$ cat config.mk
export PLATFORM = sky130hd
export DESIGN_NAME = nell_ctrl
export DESIGN_NICKNAME = d
export VERILOG_FILES = /design/src/nell_pkg.sv /design/src/nell_ctrl.sv
export SDC_FILE = /design/constraint.sdc
export NUM_CORES = 1
export LEC_CHECK = 0
export BUFFER_PORTS_ARGS = -buffer_cell sky130_fd_sc_hd__clkbuf_2
export CORE_MARGIN = 4
export CORE_UTILIZATION = 54
export CTS_BUF_LIST = sky130_fd_sc_hd__clkbuf_8
export DETAILED_ROUTE_END_ITERATION = 7
export GPL_TIMING_DRIVEN = 0
export PLACE_DENSITY = 0.85
export REMOVE_ABC_BUFFERS = 1
export SYNTH_ARGS = -nofsm -noshare
export SYNTH_HDL_FRONTEND = slang
export SYNTH_SLANG_ARGS = --single-unit
$ cat constraint.sdc
create_clock -name clk -period 3.7 [get_ports clk]
set_input_delay 0.74 -clock clk [delete_from_list [all_inputs] [get_ports clk]]
set_output_delay 0.74 -clock clk [all_outputs]
set_load 0.05 [all_outputs]
$ cat src/nell_pkg.sv
// Package for the nearest-entry lattice lookup block.
// Holds table geometry, mode/status codes, state codes and the control and status structs.
// No dependencies.
package nell_pkg;

  localparam int Entries = 256;
  localparam int IdxW    = $clog2(Entries);
  localparam int CntW    = IdxW + 1;
  localparam int EntryW  = 128;

  localparam logic [1:0] ModeClear = 2'd0;
  localparam logic [1:0] ModeLoad  = 2'd1;

  localparam logic [2:0] StatTable = 3'd0;
  localparam logic [2:0] StatEmpty = 3'd1;
  localparam logic [2:0] StatStore = 3'd2;
  localparam logic [2:0] StatFull  = 3'd3;
  localparam logic [2:0] StatClear = 3'd4;

  typedef enum logic [7:0] {
    ST_IDLE  = 8'b00000001,
    ST_SQRT  = 8'b00000010,
    ST_PASS1 = 8'b00000100,
    ST_PASS2 = 8'b00001000,
    ST_PASS3 = 8'b00010000,
    ST_FETCH = 8'b00100000,
    ST_WAIT  = 8'b01000000,
    ST_DONE  = 8'b10000000
  } state_t;

  // Commands from controller to datapath.
  typedef struct packed {
    logic       latch;     // capture query word
    logic       write;     // store a load word
    logic       clear;     // zero entry count
    logic       sqrt_init;
    logic       sqrt_step;
    logic       scan_init; // restart scan counter and have flag
    logic [1:0] pass;      // 1,2,3: active pass
    logic       scan_en;
    logic       fetch;     // read the chosen entry
    logic       emit;
    logic [2:0] status;
  } ctl_t;

  // Status from datapath to controller.
  typedef struct packed {
    logic empty;
    logic full;
    logic scan_last;   // last read issued
    logic drain;       // pipeline has flushed
    logic sqrt_last;
  } sts_t;

endpackage

$ cat src/nell_ctrl.sv
// Controller state machine of the lookup block.
// Depends on nell_pkg (state_t, ctl_t, sts_t, codes).
module nell_ctrl (
  input  logic            clk,
  input  logic            rst,
  input  logic            start,
  input  logic [1:0]      mode,
  input  nell_pkg::sts_t  sts,
  output logic            busy,
  output nell_pkg::ctl_t  ctl
);

  nell_pkg::state_t state, state_next;
  logic [2:0] stat, stat_next;
  logic       go;

  assign go   = start && !busy;
  assign busy = (state != nell_pkg::ST_IDLE);

  // Advance state
  always_ff @(posedge clk) begin
    if (rst) begin
      state <= nell_pkg::ST_IDLE;
      stat  <= nell_pkg::StatTable;
    end else begin
      state <= state_next;
      stat  <= stat_next;
    end
  end

  always_comb begin
    state_next    = state;
    stat_next     = stat;
    ctl           = '0;
    ctl.status    = stat;
    case (state)
      nell_pkg::ST_IDLE: begin
        if (go) begin
          ctl.latch = 1'b1;
          if (mode == nell_pkg::ModeClear) begin
            ctl.clear  = 1'b1;
            stat_next  = nell_pkg::StatClear;
            state_next = nell_pkg::ST_DONE;
          end else if (mode == nell_pkg::ModeLoad) begin
            ctl.write  = !sts.full;
            stat_next  = sts.full ? nell_pkg::StatFull : nell_pkg::StatStore;
            state_next = nell_pkg::ST_DONE;
          end else if (sts.empty) begin
            ctl.sqrt_init = 1'b1;
            stat_next     = nell_pkg::StatEmpty;
            state_next    = nell_pkg::ST_SQRT;
          end else begin
            ctl.scan_init = 1'b1;
            stat_next     = nell_pkg::StatTable;
            state_next    = nell_pkg::ST_PASS1;
          end
        end
      end
      nell_pkg::ST_SQRT: begin
        ctl.sqrt_step = 1'b1;
        if (sts.sqrt_last) state_next = nell_pkg::ST_DONE;
      end
      nell_pkg::ST_PASS1: begin
        ctl.pass    = 2'd1;
        ctl.scan_en = 1'b1;
        if (sts.drain) begin
          ctl.scan_init = 1'b1;
          state_next    = nell_pkg::ST_PASS2;
        end
      end
      nell_pkg::ST_PASS2: begin
        ctl.pass    = 2'd2;
        ctl.scan_en = 1'b1;
        if (sts.drain) begin
          ctl.scan_init = 1'b1;
          state_next    = nell_pkg::ST_PASS3;
        end
      end
      nell_pkg::ST_PASS3: begin
        ctl.pass    = 2'd3;
        ctl.scan_en = 1'b1;
        if (sts.drain) state_next = nell_pkg::ST_FETCH;
      end
      nell_pkg::ST_FETCH: begin
        ctl.fetch  = 1'b1;
        state_next = nell_pkg::ST_WAIT;
      end
      nell_pkg::ST_WAIT: begin
        state_next = nell_pkg::ST_DONE;
      end
      nell_pkg::ST_DONE: begin
        ctl.emit   = 1'b1;
        state_next = nell_pkg::ST_IDLE;
      end
      default: state_next = nell_pkg::ST_IDLE;
    endcase
  end

endmodule

Yosys cells after proc, flatten, opt, wreduce, memory -nomap -nowiden. Cells that the tools add are included.

Register bits after elaboration: 11. Input bits: 10. Output and inout bits: 15. Logic and storage cells: 55.

Equality and inequality tests: 15. Multiplexer cells: 31. Reduce and logical (&&, ||, !) cells: 7.

Operator list (count): 2-to-1 mux 8 bit (7); case mux 8 bit (7 select lines) (1); 2-to-1 mux 1 bit (16); inequality test 2 bit, second input constant (5); 2-to-1 mux 3 bit (3); case mux 3 bit (3 select lines) (1); == test 8 x 1 -> 1 bit, second input constant (1); == test 8 x 2 -> 1 bit, second input constant (1); == test 8 x 3 -> 1 bit, second input constant (1); == test 8 x 4 -> 1 bit, second input constant (1); == test 8 x 5 -> 1 bit, second input constant (1); == test 8 x 6 -> 1 bit, second input constant (1); == test 8 x 7 -> 1 bit, second input constant (1); == test 8 bit, second input constant (1); 2-to-1 mux 4 bit (2); inequality test 8 x 1 -> 1 bit, second input constant (1); AND reduction 5 bit (1); == test 2 x 1 -> 1 bit, second input constant (1); logical NOT 1 bit (2); logical NOT 2 bit (1); case mux 1 bit (2 select lines) (1); AND reduction 2 bit (1); OR reduction 2 bit (1); logical AND 1 bit (1).

Depth between registers and ports, before layout.
Depth after elaboration: 5. Gate-level depth with buffers: 6. Gate-level depth less buffers: 5.

Least setup slack after synthesis. Ideal clock, no wire load.

Path kind: reg2out. Start: reg state[2]. End: out ctl[9] in the netlist's numbering. Data arrival time: 2.531 ns. Setup slack: 0.429 ns. Stages on the path, launching flop included: 5. Path through: dfxtp_1 -> buf_4 -> nor3_2 -> nand2_1 -> nor4b_1.

RTL lines: start, declared (line nell_ctrl.sv:13) `nell_pkg::state_t state, state_next;`; start signal, assigned (line nell_ctrl.sv:23) `state <= nell_pkg::ST_IDLE;`; start signal, assigned (line nell_ctrl.sv:26) `state <= state_next;`; end, declared (line nell_ctrl.sv:10) `output nell_pkg::ctl_t ctl`.

==> results.txt <==
status -> finished, final reports clean
Bufs on Longest Clock Path -> 2
Detailed Routing Iterations Pass 1 -> 4
hold_buf cts -> 0
crit path DAT -> 1.90 ns
Die X -> 44.9 um
Slew @ Worst Pin -> 0.376 ns
Peak VDD IR -> 0.280 mV
num rows -> 13
Starting Density -> 0.571
predominant post-synthesis flop cell -> dfxtp_1
largest net degree at the start of global routing -> 11
GPL Wtd Cong -> 0.794
final WL -> 1670 um
Setup Fix Bufs, Post-CTS -> 0
antenna violations before repair -> 0
Fin Hold WS -> 0.509 ns
multi-input logic area -> 472 sq um
LEAKAGE -> 0.416 nW
Synth Area per Inst -> 8.63 sq um
Synth-to-Final Area Change -> 21.3%
worst hold path type -> register to register
Rel. slew slack -> 0.748
CP top delay family -> simple AND/OR/NAND/NOR gates
core box area -> 1280 sq um
post-CTS sizing -> 0
CP Buf/Inv Count -> 1
post-route clock period utilization -> 0.714
sequential cell area -> 220 sq um
global-route wire length before repair -> 2990 um
CTS tree -> done
drt first-iter violations -> 9
DR vias -> 720
DP HPWL -> 1300 um
H-tree levels -> 1
vias in the first global route -> 720
synth cell count leaders -> 11 x dfxtp_1, 6 x nor2_1, 5 x nand2_1
Final Critical Period -> 2.64 ns
critical path's largest stage delay -> 0.41 ns
total CTS buffers -> 3
Final Max Tran Viols -> 0
max cap viols -> 0
Yosys cell types -> 41
CP Capture Type -> primary output
Filler Cell Count -> 121
pwr/cell area -> 481 nW/um^2
Tot GR Track Use -> 0.203
WP data required -> 2.96 ns
FMAX -> 379 MHz
layout cell share with drive strength beyond 1 -> 0.333
Die Footprint -> 2010 sq um
Cells after Synth -> 85
Synth area leaders -> dfxtp_1 30%, nor3_2 4.1%, nor2_1 3.1%
Die Ht -> 44.9 um
asr flop ratio synth -> 0
setup_tns -> 0 ns
slowest cell on the critical path -> dfxtp_1
antenna-violating nets left -> 0
number of flops mapped to enable cells by yosys -> 0
count leader, synth -> dfxtp_1
clk slew on worst S/H paths -> 0.05 ns
Nets -> 119
final hold vios -> 0
setup violators final -> 0
crit start category -> register
share of the synthesized area in the top cell type -> 0.300
total grt overflow -> 0
wire length per cell -> 13.6 um
Root Buffer -> clkbuf_8
Synth area leader -> dfxtp_1
io pins -> 25
CTS sink count -> 11
Synth Register Bits -> 11
CP Class -> register to primary output
Netlist Area Pre-Place -> 733 sq um
IO Port Bufs -> 23
RSZ-0062 raised after global routing -> no
Ant. Diodes -> 0
ordered cell list for the critical path -> nor3_2, nand4_4, nor3b_2, a31o_1, clkbuf_2
Synth Warn # -> 0
register area share after synthesis -> 0.300
clk_skew -> 0.000840 ns
Skew-Pair Late Insertion Delay -> 0.24 ns
CP Max Fanout -> 10
DRC viols -> 0
vias per inst -> 5.85
## flip-flops by register name, indices dropped and copies added (netlist names)
| name | flops |
|---|---|
| stat | 3 |
| state | 8 |
## power by group
part	switching, W	internal [W]
clock	0.0000461	0.0000729
combinational	0.000112	0.0000551
sequential	0.0000140	0.000129
## cell families (layout without fill, tap and decap cells)
| family | Yosys count | in the layout | share of synthesized area |
|---|---|---|---|
| compound gates | 17 | 17 | 0.176 |
| xor+xnor | 3 | 3 | 0.0358 |
| buf+inv | 9 | 32 | 0.0563 |
| flops | 11 | 11 | 0.300 |
| mux | 1 | 1 | 0.0137 |
| simple gates | 44 | 44 | 0.418 |
## final cells by class
type / instances / area share
Sequential cell: 11 / 0.248
Tap cell: 15 / 0.0211
Timing Repair Buffer: 23 / 0.129
Clock buffer: 3 / 0.0464
Clock inverter: 1 / 0.00422
Multi-Input combinational cell: 65 / 0.530
Inverter: 5 / 0.0211
## worst reg2reg max path, delay by kind of cell, from the launching register on
family	cells	cell delay (ns)
AND/OR/NAND/NOR	1	0.19
flip-flops	1	0.53
AO/OA/AOI/OAI	2	0.45
buffers and inverters	1	0.08
XOR/XNOR	1	0.17
## stage by stage
| step | worst slack [ns] | instances | cell area, sq um | utilization | total power [W] |
|---|---|---|---|---|---|
| 3_3_place_gp | 1.30 | 119 | 845 | 0.657 | 0.000308 |
| 3_5_place_dp | 1.26 | 119 | 845 | 0.657 | 0.000311 |
| 5_1_grt | 0.922 | 123 | 890 | 0.692 | 0.000454 |
| 2_1_floorplan | 0.460 | 81 | 711 | - | 0.000274 |
| 6_report | 1.06 | 123 | 890 | 0.692 | 0.000428 |
| 4_1_cts | 1.05 | 123 | 890 | 0.692 | 0.000433 |
## per-layer routing
metal  GRT usage  wire [um]  part of all wire  vias to the layer above
met3      0.0637         83             0.050                        5
met5           0          0                 0                        -
met4      0.0994         29             0.017                        0
met1       0.227        672              0.40                      344
li1            -          -                 -                      353
met2       0.347        888              0.53                       18
## layout by cell type (no fill, tap or decap), types with 2 or more instances in the layout
cell type | Yosys | routed
or3b_1 | 2 | 2
clkbuf_8 | 0 | 3
nor2b_1 | 3 | 3
o21a_1 | 3 | 3
inv_1 | 3 | 4
nor4_1 | 2 | 2
nor2_1 | 6 | 6
and3_1 | 3 | 3
nor3_2 | 3 | 3
and4_1 | 2 | 2
and2_1 | 2 | 2
clkbuf_2 | 0 | 23
a21oi_1 | 3 | 3
nor3_1 | 4 | 4
nand2_1 | 5 | 5
xnor2_1 | 2 | 2
inv_2 | 2 | 2
dfxtp_1 | 11 | 11
nand2b_1 | 3 | 3
## path summary, 6_finish.rpt
path	from	to	slack, ns	depth (start not counted)
worst max register to register	state[3]	state[2]	2.17	5
worst min register to register	stat[1]	stat[1]	0.51	2
worst max-delay path	state[2]	ctl[8]	1.06	5
worst min-delay path	stat[1]	stat[1]	0.51	2
(Power assumes the default switching activity.)
